`src/hdl/cls_pkg.sv`:
```
// ============================================================================
// cls_pkg
// Shared codes, defaults and controller/datapath link types for the
// circular list store.
// ============================================================================
`default_nettype none

package cls_pkg;

    localparam int CAPACITY = 16;

    localparam int CMD_W   = 2;
    localparam int VALUE_W = 32;
    localparam int STAT_W  = 3;
    localparam int STEP_W  = 5;
    localparam int ENT_W   = 5;

    // input commands
    localparam logic [CMD_W-1:0] CMD_INS_HEAD = 2'd0;
    localparam logic [CMD_W-1:0] CMD_INS_TAIL = 2'd1;
    localparam logic [CMD_W-1:0] CMD_DELETE   = 2'd2;
    localparam logic [CMD_W-1:0] CMD_TRAVERSE = 2'd3;

    // result status codes
    localparam logic [STAT_W-1:0] ST_DONE     = 3'd0;
    localparam logic [STAT_W-1:0] ST_EMPTY    = 3'd1;
    localparam logic [STAT_W-1:0] ST_NOTFOUND = 3'd2;
    localparam logic [STAT_W-1:0] ST_FULL     = 3'd3;
    localparam logic [STAT_W-1:0] ST_ELEMENT  = 3'd4;

    // write address select
    localparam logic [1:0] WR_HEAD = 2'd0;  // slot before the current head
    localparam logic [1:0] WR_TAIL = 2'd1;  // slot after the current tail
    localparam logic [1:0] WR_IDX  = 2'd2;  // slot at the working index

    typedef struct packed {
        logic              acc;       // input may be taken this cycle
        logic              rd_en;     // read ring at working index + rd_off
        logic [1:0]        rd_off;
        logic              idx_inc;
        logic              wr_en;
        logic [1:0]        wr_sel;
        logic              cnt_inc;
        logic              cnt_dec;
        logic              set_st;
        logic [STAT_W-1:0] st;
        logic              out_load;
        logic              out_elem;  // element beat rather than a response
    } t_ctl_cmd;

    typedef struct packed {
        logic [CMD_W-1:0] cmd;
        logic             cnt_zero;
        logic             full;
        logic             match;      // read data equals the key
        logic             idx_last;   // working index is the tail
        logic             shift_last; // working index is one before the tail
        logic             out_free;
    } t_dp_sts;

endpackage

`default_nettype wire

```
`src/hdl/cls_in_if.sv`:
```
// ============================================================================
// cls_in_if
// Command channel: valid/ready handshake carrying command and value.
// ============================================================================
`default_nettype none

interface cls_in_if;
    logic                                valid;
    logic                                ready;
    logic        [cls_pkg::CMD_W-1:0]    command;
    logic signed [cls_pkg::VALUE_W-1:0]  value;

    modport source (output valid, output command, output value, input ready);
    modport sink   (input valid, input command, input value, output ready);
endinterface

`default_nettype wire

```
`src/hdl/cls_out_if.sv`:
```
// ============================================================================
// cls_out_if
// Result channel: valid/ready handshake carrying one result beat.
// ============================================================================
`default_nettype none

interface cls_out_if;
    logic                                valid;
    logic                                ready;
    logic        [cls_pkg::STAT_W-1:0]   status;
    logic signed [cls_pkg::VALUE_W-1:0]  element;
    logic        [cls_pkg::STEP_W-1:0]   step;
    logic        [cls_pkg::ENT_W-1:0]    entries;
    logic                                last;

    modport source (output valid, output status, output element, output step,
                    output entries, output last, input ready);
    modport sink   (input valid, input status, input element, input step,
                    input entries, input last, output ready);
endinterface

`default_nettype wire

```
`src/hdl/cls_datapath.sv`:
```
// ============================================================================
// cls_datapath
// Ring memory with head pointer and count, working index, key register and
// the output register.
// ============================================================================
`default_nettype none

module cls_datapath #(
    parameter int CAPACITY = cls_pkg::CAPACITY
) (
    input  wire                                 i_clk,
    input  wire                                 i_rst_n,
    input  cls_pkg::t_ctl_cmd                   i_cmd,
    output cls_pkg::t_dp_sts                    o_sts,
    input  wire                                 i_in_valid,
    input  wire        [cls_pkg::CMD_W-1:0]     i_in_command,
    input  wire signed [cls_pkg::VALUE_W-1:0]   i_in_value,
    input  wire                                 i_out_ready,
    output logic                                o_out_valid,
    output logic       [cls_pkg::STAT_W-1:0]    o_out_status,
    output logic signed [cls_pkg::VALUE_W-1:0]  o_out_element,
    output logic       [cls_pkg::STEP_W-1:0]    o_out_step,
    output logic       [cls_pkg::ENT_W-1:0]     o_out_entries,
    output logic                                o_out_last
);

    localparam int CW = $clog2(CAPACITY + 1);
    localparam int AW = (CAPACITY > 1) ? $clog2(CAPACITY) : 1;
    localparam int SW = CW + 1;
    localparam logic [SW-1:0] CAP_S  = SW'(CAPACITY);
    localparam logic [AW-1:0] LAST_A = AW'(CAPACITY - 1);

    logic [cls_pkg::VALUE_W-1:0] r_mem [CAPACITY];
    logic [cls_pkg::VALUE_W-1:0] r_rd_data;

    logic [AW-1:0]               r_head, n_head;
    logic [CW-1:0]               r_count, n_count;
    logic [CW-1:0]               r_idx;
    logic [cls_pkg::CMD_W-1:0]   r_cmd;
    logic [cls_pkg::VALUE_W-1:0] r_val;
    logic [cls_pkg::STAT_W-1:0]  r_status;

    logic                        r_out_valid;
    logic [cls_pkg::STAT_W-1:0]  r_out_status;
    logic [cls_pkg::VALUE_W-1:0] r_out_element;
    logic [cls_pkg::STEP_W-1:0]  r_out_step;
    logic [cls_pkg::ENT_W-1:0]   r_out_entries;
    logic                        r_out_last;

    logic                        out_free;
    logic [AW-1:0]               head_prev;
    logic [AW-1:0]               rd_addr;
    logic [AW-1:0]               wr_addr;
    logic [cls_pkg::VALUE_W-1:0] wr_data;
    logic [CW-1:0]               idx_p1;
    logic [SW-1:0]               idx_p2;

    // logical position -> physical slot, one compare-subtract wrap
    function automatic logic [AW-1:0] phys(input logic [AW-1:0] head,
                                           input logic [SW-1:0] pos);
        logic [SW-1:0] sum;
        sum = SW'(head) + pos;
        if (sum >= CAP_S) begin
            sum = sum - CAP_S;
        end
        return sum[AW-1:0];
    endfunction

    assign out_free  = !r_out_valid || i_out_ready;
    assign head_prev = (r_head == '0) ? LAST_A : r_head - 1'b1;
    assign idx_p1    = r_idx + 1'b1;
    assign idx_p2    = SW'(r_idx) + SW'(2);

    assign rd_addr = phys(r_head, SW'(r_idx) + SW'(i_cmd.rd_off));

    always_comb begin
        case (i_cmd.wr_sel)
            cls_pkg::WR_HEAD: begin
                wr_addr = head_prev;
                wr_data = r_val;
            end
            cls_pkg::WR_TAIL: begin
                wr_addr = phys(r_head, SW'(r_count));
                wr_data = r_val;
            end
            default: begin
                wr_addr = phys(r_head, SW'(r_idx));
                wr_data = r_rd_data;
            end
        endcase
    end

    // ring memory: one write and one registered read per cycle
    always_ff @(posedge i_clk) begin
        if (i_cmd.wr_en) begin
            r_mem[wr_addr] <= wr_data;
        end
        if (i_cmd.rd_en) begin
            r_rd_data <= r_mem[rd_addr];
        end
    end

    always_comb begin
        n_head = r_head;
        if (i_cmd.wr_en && i_cmd.wr_sel == cls_pkg::WR_HEAD) begin
            n_head = head_prev;
        end
        n_count = r_count;
        if (i_cmd.cnt_inc) begin
            n_count = r_count + 1'b1;
        end else if (i_cmd.cnt_dec) begin
            n_count = r_count - 1'b1;
        end
    end

    always_ff @(posedge i_clk) begin
        if (!i_rst_n) begin
            r_head      <= '0;
            r_count     <= '0;
            r_out_valid <= 1'b0;
        end else begin
            r_head  <= n_head;
            r_count <= n_count;
            if (i_cmd.out_load) begin
                r_out_valid <= 1'b1;
            end else if (i_out_ready) begin
                r_out_valid <= 1'b0;
            end
        end
    end

    always_ff @(posedge i_clk) begin
        if (i_cmd.acc && i_in_valid) begin
            r_cmd <= i_in_command;
            r_val <= i_in_value;
            r_idx <= '0;
        end else if (i_cmd.idx_inc) begin
            r_idx <= idx_p1;
        end
        if (i_cmd.set_st) begin
            r_status <= i_cmd.st;
        end
        if (i_cmd.out_load) begin
            r_out_entries <= cls_pkg::ENT_W'(r_count);
            if (i_cmd.out_elem) begin
                r_out_status  <= cls_pkg::ST_ELEMENT;
                r_out_element <= r_rd_data;
                r_out_step    <= cls_pkg::STEP_W'(idx_p1);
                r_out_last    <= (idx_p1 == r_count);
            end else begin
                r_out_status  <= r_status;
                r_out_element <= r_val;
                r_out_step    <= '0;
                r_out_last    <= 1'b1;
            end
        end
    end

    assign o_sts.cmd        = r_cmd;
    assign o_sts.cnt_zero   = (r_count == '0);
    assign o_sts.full       = (SW'(r_count) >= CAP_S);
    assign o_sts.match      = (r_rd_data == r_val);
    assign o_sts.idx_last   = (idx_p1 == r_count);
    assign o_sts.shift_last = (idx_p2 == SW'(r_count));
    assign o_sts.out_free   = out_free;

    assign o_out_valid   = r_out_valid;
    assign o_out_status  = r_out_status;
    assign o_out_element = r_out_element;
    assign o_out_step    = r_out_step;
    assign o_out_entries = r_out_entries;
    assign o_out_last    = r_out_last;

    a_count_bound: assert property (@(posedge i_clk) disable iff (!i_rst_n)
        SW'(r_count) <= CAP_S)
        else $error("entry count above capacity");

    a_no_overwrite: assert property (@(posedge i_clk) disable iff (!i_rst_n)
        i_cmd.out_load |-> out_free)
        else $error("output register loaded while a beat is pending");

    a_insert_room: assert property (@(posedge i_clk) disable iff (!i_rst_n)
        i_cmd.cnt_inc |-> (SW'(r_count) < CAP_S) && i_cmd.wr_en)
        else $error("insert into a full ring");

    a_delete_nonempty: assert property (@(posedge i_clk) disable iff (!i_rst_n)
        i_cmd.cnt_dec |=> r_count == $past(r_count) - 1'b1)
        else $error("delete did not reduce the count by one");

endmodule

`default_nettype wire

```
`src/hdl/cls_ctrl.sv`:
```
// ============================================================================
// cls_ctrl
// Sequencer: decodes the held command and steps the datapath through
// insert, search/shift and traverse.
// ============================================================================
`default_nettype none

module cls_ctrl (
    input  wire                 i_clk,
    input  wire                 i_rst_n,
    input  wire                 i_in_valid,
    input  cls_pkg::t_dp_sts    i_sts,
    output cls_pkg::t_ctl_cmd   o_cmd,
    output logic                o_in_ready
);

    localparam logic [2:0] S_IDLE   = 3'd0;
    localparam logic [2:0] S_DECODE = 3'd1;
    localparam logic [2:0] S_SCAN   = 3'd2;
    localparam logic [2:0] S_SHIFT  = 3'd3;
    localparam logic [2:0] S_TRV    = 3'd4;
    localparam logic [2:0] S_RESP   = 3'd5;

    logic [2:0] r_state, n_state;

    always_comb begin
        o_cmd   = '0;
        n_state = r_state;
        case (r_state)
            S_IDLE: begin
                o_cmd.acc = 1'b1;
                if (i_in_valid) begin
                    n_state = S_DECODE;
                end
            end
            S_DECODE: begin
                o_cmd.set_st = 1'b1;
                n_state      = S_RESP;
                case (i_sts.cmd)
                    cls_pkg::CMD_INS_HEAD, cls_pkg::CMD_INS_TAIL: begin
                        if (i_sts.full) begin
                            o_cmd.st = cls_pkg::ST_FULL;
                        end else begin
                            o_cmd.st      = cls_pkg::ST_DONE;
                            o_cmd.wr_en   = 1'b1;
                            o_cmd.wr_sel  = (i_sts.cmd == cls_pkg::CMD_INS_HEAD) ?
                                            cls_pkg::WR_HEAD : cls_pkg::WR_TAIL;
                            o_cmd.cnt_inc = 1'b1;
                        end
                    end
                    cls_pkg::CMD_DELETE: begin
                        o_cmd.st = cls_pkg::ST_EMPTY;
                        if (!i_sts.cnt_zero) begin
                            o_cmd.rd_en = 1'b1;
                            n_state     = S_SCAN;
                        end
                    end
                    default: begin
                        o_cmd.st = cls_pkg::ST_EMPTY;
                        if (!i_sts.cnt_zero) begin
                            o_cmd.rd_en = 1'b1;
                            n_state     = S_TRV;
                        end
                    end
                endcase
            end
            S_SCAN: begin
                if (i_sts.match) begin
                    if (i_sts.idx_last) begin
                        o_cmd.cnt_dec = 1'b1;
                        o_cmd.set_st  = 1'b1;
                        o_cmd.st      = cls_pkg::ST_DONE;
                        n_state       = S_RESP;
                    end else begin
                        o_cmd.rd_en  = 1'b1;
                        o_cmd.rd_off = 2'd1;
                        n_state      = S_SHIFT;
                    end
                end else if (i_sts.idx_last) begin
                    o_cmd.set_st = 1'b1;
                    o_cmd.st     = cls_pkg::ST_NOTFOUND;
                    n_state      = S_RESP;
                end else begin
                    o_cmd.rd_en   = 1'b1;
                    o_cmd.rd_off  = 2'd1;
                    o_cmd.idx_inc = 1'b1;
                end
            end
            S_SHIFT: begin
                // pull the follower down one slot
                o_cmd.wr_en  = 1'b1;
                o_cmd.wr_sel = cls_pkg::WR_IDX;
                if (i_sts.shift_last) begin
                    o_cmd.cnt_dec = 1'b1;
                    o_cmd.set_st  = 1'b1;
                    o_cmd.st      = cls_pkg::ST_DONE;
                    n_state       = S_RESP;
                end else begin
                    o_cmd.rd_en   = 1'b1;
                    o_cmd.rd_off  = 2'd2;
                    o_cmd.idx_inc = 1'b1;
                end
            end
            S_TRV: begin
                if (i_sts.out_free) begin
                    o_cmd.out_load = 1'b1;
                    o_cmd.out_elem = 1'b1;
                    if (i_sts.idx_last) begin
                        n_state = S_IDLE;
                    end else begin
                        o_cmd.rd_en   = 1'b1;
                        o_cmd.rd_off  = 2'd1;
                        o_cmd.idx_inc = 1'b1;
                    end
                end
            end
            S_RESP: begin
                if (i_sts.out_free) begin
                    o_cmd.out_load = 1'b1;
                    n_state        = S_IDLE;
                end
            end
            default: begin
                n_state = S_IDLE;
            end
        endcase
    end

    always_ff @(posedge i_clk) begin
        if (!i_rst_n) begin
            r_state <= S_IDLE;
        end else begin
            r_state <= n_state;
        end
    end

    assign o_in_ready = (r_state == S_IDLE);

    a_single_load: assert property (@(posedge i_clk) disable iff (!i_rst_n)
        o_cmd.out_load |-> (r_state == S_TRV) || (r_state == S_RESP))
        else $error("result loaded outside an emitting state");

    a_accept_decode: assert property (@(posedge i_clk) disable iff (!i_rst_n)
        o_in_ready && i_in_valid |=> r_state == S_DECODE)
        else $error("accepted command not decoded");

    a_no_rw_clash: assert property (@(posedge i_clk) disable iff (!i_rst_n)
        o_cmd.wr_en && o_cmd.rd_en |-> o_cmd.rd_off == 2'd2)
        else $error("read and write at the same slot");

endmodule

`default_nettype wire

```
`src/hdl/circular_list_store_top.sv`:
```
// Flow: an insert or any status-only result passes the decode and response states
//   before it is valid; a delete also searches for the key and may shift later
//   entries down; a traverse gives one element beat a cycle while output is free.
// Commands: one at a time; a new one is taken only once the sequencer is idle.
// Reset: synchronous, active low; empties the ring at once, no clearing pass.
// ============================================================================
// circular_list_store_top
// Ordered ring of signed words with insert-at-head, insert-at-tail,
// delete-first-match and traverse commands.
// ============================================================================
`default_nettype none

module circular_list_store_top #(
    parameter int CAPACITY = cls_pkg::CAPACITY
) (
    input  wire         i_clk,
    input  wire         i_rst_n,
    cls_in_if.sink      i_in,
    cls_out_if.source   o_out
);

    // Structure
    //   cls_ctrl     : state machine; takes one command beat, then issues
    //                  memory reads/writes and result loads as commands.
    //   cls_datapath : ring memory addressed as head + logical position,
    //                  count, working index, key and the output register.
    //
    // The ring is kept in place: inserting at the head steps the head
    // pointer back, inserting at the tail writes just past the last entry.
    // A delete walks from the head comparing each read word with the key;
    // on a hit every later entry is copied one slot towards the head,
    // one read and one write per cycle, and the count drops by one.
    // A traverse reads one entry a cycle and hands each to the output
    // register, stalling while the previous beat is still held.
    //
    // The output register decouples the sides: a new command is taken as
    // soon as the sequencer is idle, even with the final beat unconsumed.

    cls_pkg::t_ctl_cmd s_cmd;
    cls_pkg::t_dp_sts  s_sts;
    logic              s_in_ready;

    cls_ctrl u_ctrl (
        .i_clk      (i_clk),
        .i_rst_n    (i_rst_n),
        .i_in_valid (i_in.valid),
        .i_sts      (s_sts),
        .o_cmd      (s_cmd),
        .o_in_ready (s_in_ready)
    );

    cls_datapath #(
        .CAPACITY (CAPACITY)
    ) u_datapath (
        .i_clk         (i_clk),
        .i_rst_n       (i_rst_n),
        .i_cmd         (s_cmd),
        .o_sts         (s_sts),
        .i_in_valid    (i_in.valid),
        .i_in_command  (i_in.command),
        .i_in_value    (i_in.value),
        .i_out_ready   (o_out.ready),
        .o_out_valid   (o_out.valid),
        .o_out_status  (o_out.status),
        .o_out_element (o_out.element),
        .o_out_step    (o_out.step),
        .o_out_entries (o_out.entries),
        .o_out_last    (o_out.last)
    );

    assign i_in.ready = s_in_ready;

endmodule

`default_nettype wire
```
`src/flat_wrapper.sv`:
```
// flat-port wrapper written by rule: the top's interface ports become plain ports
module circular_list_store_top_flat 
#(
    parameter int CAPACITY = cls_pkg::CAPACITY
)
  (i_clk, i_rst_n, i_in_valid, i_in_command, i_in_value, i_in_ready, o_out_valid, o_out_status, o_out_element, o_out_step, o_out_entries, o_out_last, o_out_ready);
  cls_in_if i_in_i ();
  cls_out_if o_out_i ();
  input  wire i_clk;
  input  wire i_rst_n;
  input wire logic [$bits(i_in_i.valid)-1:0] i_in_valid;
  input wire logic [$bits(i_in_i.command)-1:0] i_in_command;
  input wire logic [$bits(i_in_i.value)-1:0] i_in_value;
  output wire logic [$bits(i_in_i.ready)-1:0] i_in_ready;
  output wire logic [$bits(o_out_i.valid)-1:0] o_out_valid;
  output wire logic [$bits(o_out_i.status)-1:0] o_out_status;
  output wire logic [$bits(o_out_i.element)-1:0] o_out_element;
  output wire logic [$bits(o_out_i.step)-1:0] o_out_step;
  output wire logic [$bits(o_out_i.entries)-1:0] o_out_entries;
  output wire logic [$bits(o_out_i.last)-1:0] o_out_last;
  input wire logic [$bits(o_out_i.ready)-1:0] o_out_ready;
  assign i_in_i.valid = i_in_valid;
  assign i_in_i.command = i_in_command;
  assign i_in_i.value = i_in_value;
  assign i_in_ready = i_in_i.ready;
  assign o_out_valid = o_out_i.valid;
  assign o_out_status = o_out_i.status;
  assign o_out_element = o_out_i.element;
  assign o_out_step = o_out_i.step;
  assign o_out_entries = o_out_i.entries;
  assign o_out_last = o_out_i.last;
  assign o_out_i.ready = o_out_ready;
  circular_list_store_top #(.CAPACITY(CAPACITY)) u_core (.i_clk(i_clk), .i_rst_n(i_rst_n), .i_in(i_in_i), .o_out(o_out_i));
endmodule
```
`config.mk`:
```
export PLATFORM = sky130hd
export DESIGN_NAME = circular_list_store_top_flat
export DESIGN_NICKNAME = d
export VERILOG_FILES = /design/src/hdl/cls_pkg.sv /design/src/hdl/cls_in_if.sv /design/src/hdl/cls_out_if.sv /design/src/hdl/cls_datapath.sv /design/src/hdl/cls_ctrl.sv /design/src/hdl/circular_list_store_top.sv /design/src/flat_wrapper.sv
export SDC_FILE = /design/constraint.sdc
export NUM_CORES = 1
export LEC_CHECK = 0
export ABC_AREA = 1
export BUFFER_PORTS_ARGS = -buffer_cell sky130_fd_sc_hd__buf_2
export CORE_MARGIN = 5
export CORE_UTILIZATION = 40
export DETAILED_ROUTE_END_ITERATION = 16
export GPL_TIMING_DRIVEN = 0
export PLACE_DENSITY = 0.51
export SETUP_SLACK_MARGIN = 0.15
export SYNTH_ARGS = -nofsm -noshare
export SYNTH_HDL_FRONTEND = slang
export SYNTH_SLANG_ARGS = --single-unit
```
`constraint.sdc`:
```
create_clock -name i_clk -period 8.95 [get_ports i_clk]
set_input_delay 1.79 -clock i_clk [delete_from_list [all_inputs] [get_ports i_clk]]
set_output_delay 1.79 -clock i_clk [all_outputs]
set_load 0.02 [all_outputs]
```
==> reports/qor.csv, run 1 <==
metric;value;unit
Final #Nets;2346;
Critical Path Source Type;primary input;
vias in the first global route;17100;
core area;66100;um2
drt via density;5.45;
fraction of layout cells with a size suffix above 1;12.2;%
CP max stage delay;650;ps
synth-to-layout area growth;17.0;%
setup TNS;0;ps
Avg Inst Size Synth;12.8;um2
CTS max path bufs;3;
clk sinks;644;
internal power;7050;uW
Max-Cap Viols;0;
# setup viols final;0;
PostCTS Resize Cnt;0;
Post-Route Skew;28.1;ps
Yosys warnings;0;
Req. time, crit path;9280;ps
DRC Markers;0;
worst path arrival time;6200;ps
Tot Pwr;12200;uW
clock root cell;clkbuf_16;
CTS tree;yes;
WL final;82.6;mm
initial antenna violation count;4;
Switch Pwr;5150;uW
Logic pwr share;43.5;%
clock power share;22.8;%
final critical-path share of the clock period;65.6;%
Total GRT Usage;22.8;%
register bit total from synthesis;644;
syn nets;2141;
Worst-Margin Slew;1350;ps
die area;72300;um2
Worst Path Class, Setup;primary input to flip-flop;
final hold violation count;0;
register area;19200;um2
row cnt;94;
Slew Viols, Final;0;
CP Cell Sequence;buf_2 -> nor2_1 -> inv_1 -> nand2_1 -> inv_1 -> o21ai_0 -> fa_1 -> inv_1 -> ha_1 -> inv_1 -> clkbuf_1 -> clkbuf_1 -> clkbuf_1 -> o211ai_1 -> nand3_1 -> nand2_1;
wire per inst;25.7;um
fmax;170;MHz
Netlist cell types;34;
Syn Inst Count;2086;
worst vdd rail ir drop;0.000222;V
status;complete, no violations;
GP Congestion;0.846;
Crit. End Element;flip-flop;
fillcell total;5879;
Power Density;389;nW/um2
Reg clk slew, reported paths;60;ps
post-synthesis sequential area ratio;71.5;%
Crit path top cell by count;inv_1;
Crit path max-delay family;buffers and inverters;
Pre-antenna DRT Iters;5;
Hold Path Class;flip-flop to flip-flop;
first-pass GRT wire length;118;mm
initial drt markers;1981;
RSZ-0062 raised after global routing;no;
die width;269;um
Hold Buf Count CTS;0;
Num CTS Buffers;71;
CP Max Fanout;10;
slew margin rel.;10.1;%
I/O pin cnt;86;
Slowest-stage cell, CP;clkbuf_1;
leakage;0.0117;uW
H-tree depth;3;
die height;269;um
Switching Fraction;42.2;%
Initial Util;40.5;%
Multi-input gate area;6480;um2
Reg power frac;33.6;%
Post-DP HPWL;53.7;mm
Clk Latency, worst-skew pair;620;ps
Bufs and invs on worst path;8;
number of port buffers;85;
Vias;17500;
setup bufs post-CTS;0;
post-route ant nets;0;
Tmin final;5870;ps
synthesized area;26800;um2
largest net degree at the start of global routing;24;
GR Overflow Total;0;
-- flip-flops by register name (all words and copies together), names as in the netlist, 4 cells and up --
signal                           cells
u_core.u_datapath.r_mem            512
u_core.u_datapath.o_out_element     32
u_core.u_datapath.r_rd_data         32
u_core.u_datapath.r_val             32
u_core.u_datapath.o_out_entries      5
u_core.u_datapath.o_out_step         5
u_core.u_datapath.r_count            5
u_core.u_datapath.r_idx              5
u_core.u_datapath.r_head             4
-- layout make-up --
type / instances / share of cell area (%)
repair buffers: 132 / 3.65
multi-input cells: 1108 / 20.7
clock inverters: 27 / 0.607
plain buffers: 104 / 1.34
flip-flops and latches: 644 / 61.1
inverters: 230 / 2.75
diodes: 2 / 0.0160
well taps: 864 / 3.45
clock buffers: 99 / 6.38
-- per-stage QoR --
step           std cells  area, um2  hold WS, ps  util [%]  worst slack, ps
3_5_place_dp        3081      29100          491      44.1             2510
4_1_cts             3207      31300          501      47.4             3160
5_1_grt             3208      31300          515      47.4             2880
6_report            3210      31300          501      47.4             3080
3_3_place_gp        3035      28300          483      42.8             2430
2_1_floorplan       2086      26800          470         -             4440
-- cell usage after synthesis --
cell      instances  area share [%]
o32ai_1           1           0.033
or2_0             2           0.047
nand3_2           4            0.15
o211ai_1         72             2.0
and2_1            1           0.023
buf_1             7           0.098
nor2_2            1           0.023
o21ai_2           3           0.098
ha_1             12            0.56
xor2_1            6            0.20
a21oi_1         145             2.7
nand4_1           5            0.12
nand2_1         216             3.0
nand3_4           1           0.065
nand3_1          56             1.0
mux2i_1         128             4.8
or3b_2            1           0.033
dfxtp_1          18             1.3
nor3_1            2           0.037
buf_2            24            0.45
fa_1              5            0.37
nor2_1           96             1.3
inv_2             6           0.084
nor2_8            1           0.075
o22ai_1           2           0.047
nor2_4            2           0.084
a31oi_1           1           0.023
xnor2_1          25            0.82
nand2_2           1           0.023
clkbuf_1         73             1.0
o21bai_1          1           0.028
edfxtp_1        626              70
inv_1           224             3.1
o21ai_0         318             5.9
-- path summary, 6_finish.rpt --
path                                 startpoint                           endpoint  slack, ps  cells past startpoint
setup / recovery                    o_out_ready     u_core.u_datapath.r_rd_data[9]       3080                     16
hold / removal    u_core.u_datapath.r_status[0]  u_core.u_datapath.o_out_status[0]        500                      2
setup reg to reg     u_core.u_datapath.r_idx[1]    u_core.u_datapath.r_rd_data[28]       3700                     19
hold reg to reg   u_core.u_datapath.r_status[0]  u_core.u_datapath.o_out_status[0]        500                      2
-- worst register-to-register path: cells and delay by family (launching register included) --
family,cells,cell delay (ps)
flops,1,570
fa+ha+maj,4,1600
buf+inv,5,1600
simple gates,8,790
compound gates,2,410
-- power groups by stage --
stage / logic (uW) / clock network [uW] / registers [uW]
2_1_floorplan: 2990 / 0 / 4230
3_3_place_gp: 5070 / 0 / 4200
3_5_place_dp: 5280 / 0 / 4160
4_1_cts: 5300 / 2840 / 4100
5_1_grt: 5730 / 2960 / 4130
6_report: 5310 / 2790 / 4100
-- cell families after synthesis --
logic type | Yosys count | synth area share (%)
AO/OA/AOI/OAI | 543 | 10.9
XOR/XNOR | 31 | 1.01
adder cells (fa/ha/maj) | 17 | 0.934
buffers and inverters | 334 | 4.79
flip-flops | 644 | 71.5
multiplexers | 128 | 4.78
AND/OR/NAND/NOR | 389 | 6.09
-- placed cells by master, fill, tap and decap left out, types with 14 or more instances in the layout --
cell and n:
xnor2_1 25, mux2i_1 128, buf_4 21, buf_12 14, o21ai_1 31, nand2_1 216
dfxtp_1 18, buf_2 109, a21oi_1 145, clkbuf_1 95, nor2_4 19, o211ai_1 72
nand3_1 56, clkbuf_16 76, inv_1 223, nor2_1 79, o21ai_0 287, edfxtp_1 626
-- metal layers --
layer  track usage, %  wire, um  up-vias
li1                 -         -     7931
met1             30.7     34400     8667
met2             36.7     38400      733
met3             5.03      6990      166
met4             8.33      2790        0
met5                0         0        -
(Power assumes the default switching activity.)
==> run 2, diff against run 1 <==
- PLACE_DENSITY: 0.51 -> 0.53
- clock period: 8.95 -> 4.75 ns (I/O delays scaled with it)
==> run 2 against run 1 <==
Flip-flop and latch count unchanged. Critical path depth up 1. Cell count down 0.47%. Combinational power up 87%. Non-clock buffer count down 5. Sequential power up 89%. Global-route usage down 0.66 points. Critical path type is now flip-flop to flip-flop. Highest routed layer unchanged.
==> reports/qor.csv, run 2 (synthesis gave the netlist of run 1 again) <==
metric;value;unit;change
Worst-Margin Slew;1440;ps;+92.6 ps
die area;72300;um2;unchanged
flop-to-flop setup slack;350;ps;-3350 ps
drt via density;5.42;;-0.58%
Initial Util;40.5;%;unchanged
Multi-input gate area;6490;um2;+0.19%
first-pass GRT wire length;115;mm;-2.5%
Max-Cap Viols;0;;unchanged
fmax;227;MHz;
die width;269;um;unchanged
fillcell total;5885;;+0.10%
commonest non-fill, non-tap cell in the layout;edfxtp_1;;
post-route ant nets;0;;unchanged
clock root cell;clkbuf_16;;
WHS Path Cells;1;;-1
Vias;17300;;-1.0%
Num CTS Buffers;70;;-1.4%
wire per inst;25.3;um;-1.8%
Hold Path Class;primary input to flip-flop;;
highest-count cells in the layout ignoring fill and taps;edfxtp_1, o21ai_0, inv_1;;
final critical-path share of the clock period;92.6;%;
max FFs per register;512;;unchanged
status;complete, no violations;;
Top reg by flops;u_core.u_datapath.r_mem;;
DRC Markers;0;;unchanged
Tot Pwr;22700;uW;+86%
WL final;80.7;mm;-2.2%
hold path startpoint;i_in_value[4];;
CTS tree;yes;;
Post-DP HPWL;52.4;mm;-2.5%
slew margin rel.;3.90;%;-6.2 points
core area;66100;um2;unchanged
Pre-antenna DRT Iters;6;;+1
I/O pin cnt;86;;unchanged
initial drt markers;2118;;+6.9%
Slew Viols, Final;0;;unchanged
Worst Path Class, Setup;flip-flop to flip-flop;;
Slowest-stage cell, CP;fa_2;;
Crit path max-delay family;adder cells;;
die height;269;um;unchanged
Crit. End Element;flip-flop;;
CP Cell Sequence;ha_1 -> nand3_1 -> nand2_1 -> nand2_1 -> nand2_1 -> nand2_1 -> nand2_1 -> o21ai_0 -> fa_2 -> buf_2 -> buf_2 -> buf_2 -> a21oi_1 -> o21ai_0 -> o21ai_0 -> o21ai_0 -> o21ai_0;;
GP Congestion;0.823;;-2.7%
Critical Path Source Type;flip-flop;;
number of port buffers;85;;unchanged
largest net degree at the start of global routing;28;;+17%
non-filler cells in the finished layout;3195;;-0.47%
CP Max Fanout;10;;unchanged
row cnt;94;;unchanged
Setup crit start;u_core.u_datapath.r_idx[0];;
leakage;0.0116;uW;about the same
worst vdd rail ir drop;0.000398;V;+79%
fin util;47.1;%;-0.35 points
final hold violation count;0;;unchanged
WHS Endpoint;u_core.u_datapath.r_val[4];;
initial antenna violation count;0;;-4
Worst R2R End;u_core.u_datapath.r_rd_data[31];;
Final #Nets;2340;;-0.26%
CTS max path bufs;3;;unchanged
RSZ-0062 raised after global routing;yes;;
synth-to-layout area growth;16.1;%;
clk sinks;644;;unchanged
register area;19200;um2;about the same
Clk Latency, worst-skew pair;620;ps;about the same
R2R Path Start;u_core.u_datapath.r_idx[0];;
vias in the first global route;16800;;-2.3%
Reg clk slew, reported paths;60;ps;about the same
placed cell count;3075;;-0.19%
Power Density;729;nW/um2;+87%
GR Overflow Total;0;;unchanged
Post-Route Skew;30.6;ps;+2.46 ps
Total GRT Usage;22.1;%;-0.66 points
Hold Buf Count CTS;0;;unchanged
Req. time, crit path;5080;ps;-4200 ps
Worst R2R Path Depth;17;;-2
H-tree depth;3;;unchanged
Bufs and invs on worst path;3;;-5
CP max stage delay;780;ps;+130 ps
Antenna diodes;0;;-2
Tmin final;4400;ps;
# setup viols final;0;;unchanged
worst path arrival time;4730;ps;-1470 ps
fraction of layout cells with a size suffix above 1;13.8;%;+1.5 points
## run 2: how the worst max path moves through the flow
stage	to	depth (start not counted)
2_1_floorplan	u_core.u_datapath.r_mem[3][0]	14
3_3_place_gp	u_core.u_datapath.r_mem[14][22]	14
3_5_place_dp	u_core.u_datapath.r_rd_data[9]	16
4_1_cts	u_core.u_datapath.r_rd_data[29]	20
5_1_grt	u_core.u_datapath.r_rd_data[29]	20
6_report	u_core.u_datapath.r_rd_data[31]	17
## run 2: routing by layer
layer,vias up,share of wire (%),track usage [%]
met5,-,0,0
met4,0,3.2,7.63
met3,128,7.9,3.91
met2,743,47,35.8
met1,8551,42,30.4
li1,7892,-,-
## run 2: worst reg2reg max path, stage by stage (launching register included)
cell and delay, ps:
dfxtp_1 450, ha_1 320, nand3_1 130, nand2_1 80, nand2_1 70, nand2_1 60
nand2_1 110, nand2_1 100, o21ai_0 160, fa_2 780, buf_2 330, buf_2 320
buf_2 410, a21oi_1 120, o21ai_0 100, o21ai_0 120, o21ai_0 330, o21ai_0 140
## run 2: per-stage QoR
stage                     cell area (um2)  worst slack [ps]  hold slack (ps)  TNS, ps
after CTS                           31100               153              483        0
after detailed placement            29000              -744              497   -18860
final                               31100               352              509        0
after global placement              28300             -1810              483  -793590
after global routing                31100               107              503        0
after floorplan                     26800               754              470        0
## run 2: cell type report
class	instances	share of cell area (%)
clock inverter	27	0.579
buffer	104	1.52
clock buffer	91	6.02
sequential	644	61.6
inverter	230	2.77
multi-input combinational	1108	20.9
tap	864	3.47
timing repair buffer	127	3.18
## run 2: what timing repair did
action / in CTS / in global routing
endpoints found under the hold margin: 0 / 0
setup endpoints to repair: 32 / 32
resized for setup: 29 / 25
setup buffers: 0 / 2
pin swaps: 0 / 0
## run 2: where the power goes
part | leakage (uW) | switching [uW] | internal [uW] | total, uW
clock | 0.00101 | 2180 | 2830 | 5000
combinational | 0.00482 | 7080 | 2870 | 9950
sequential | 0.00582 | 315 | 7420 | 7730
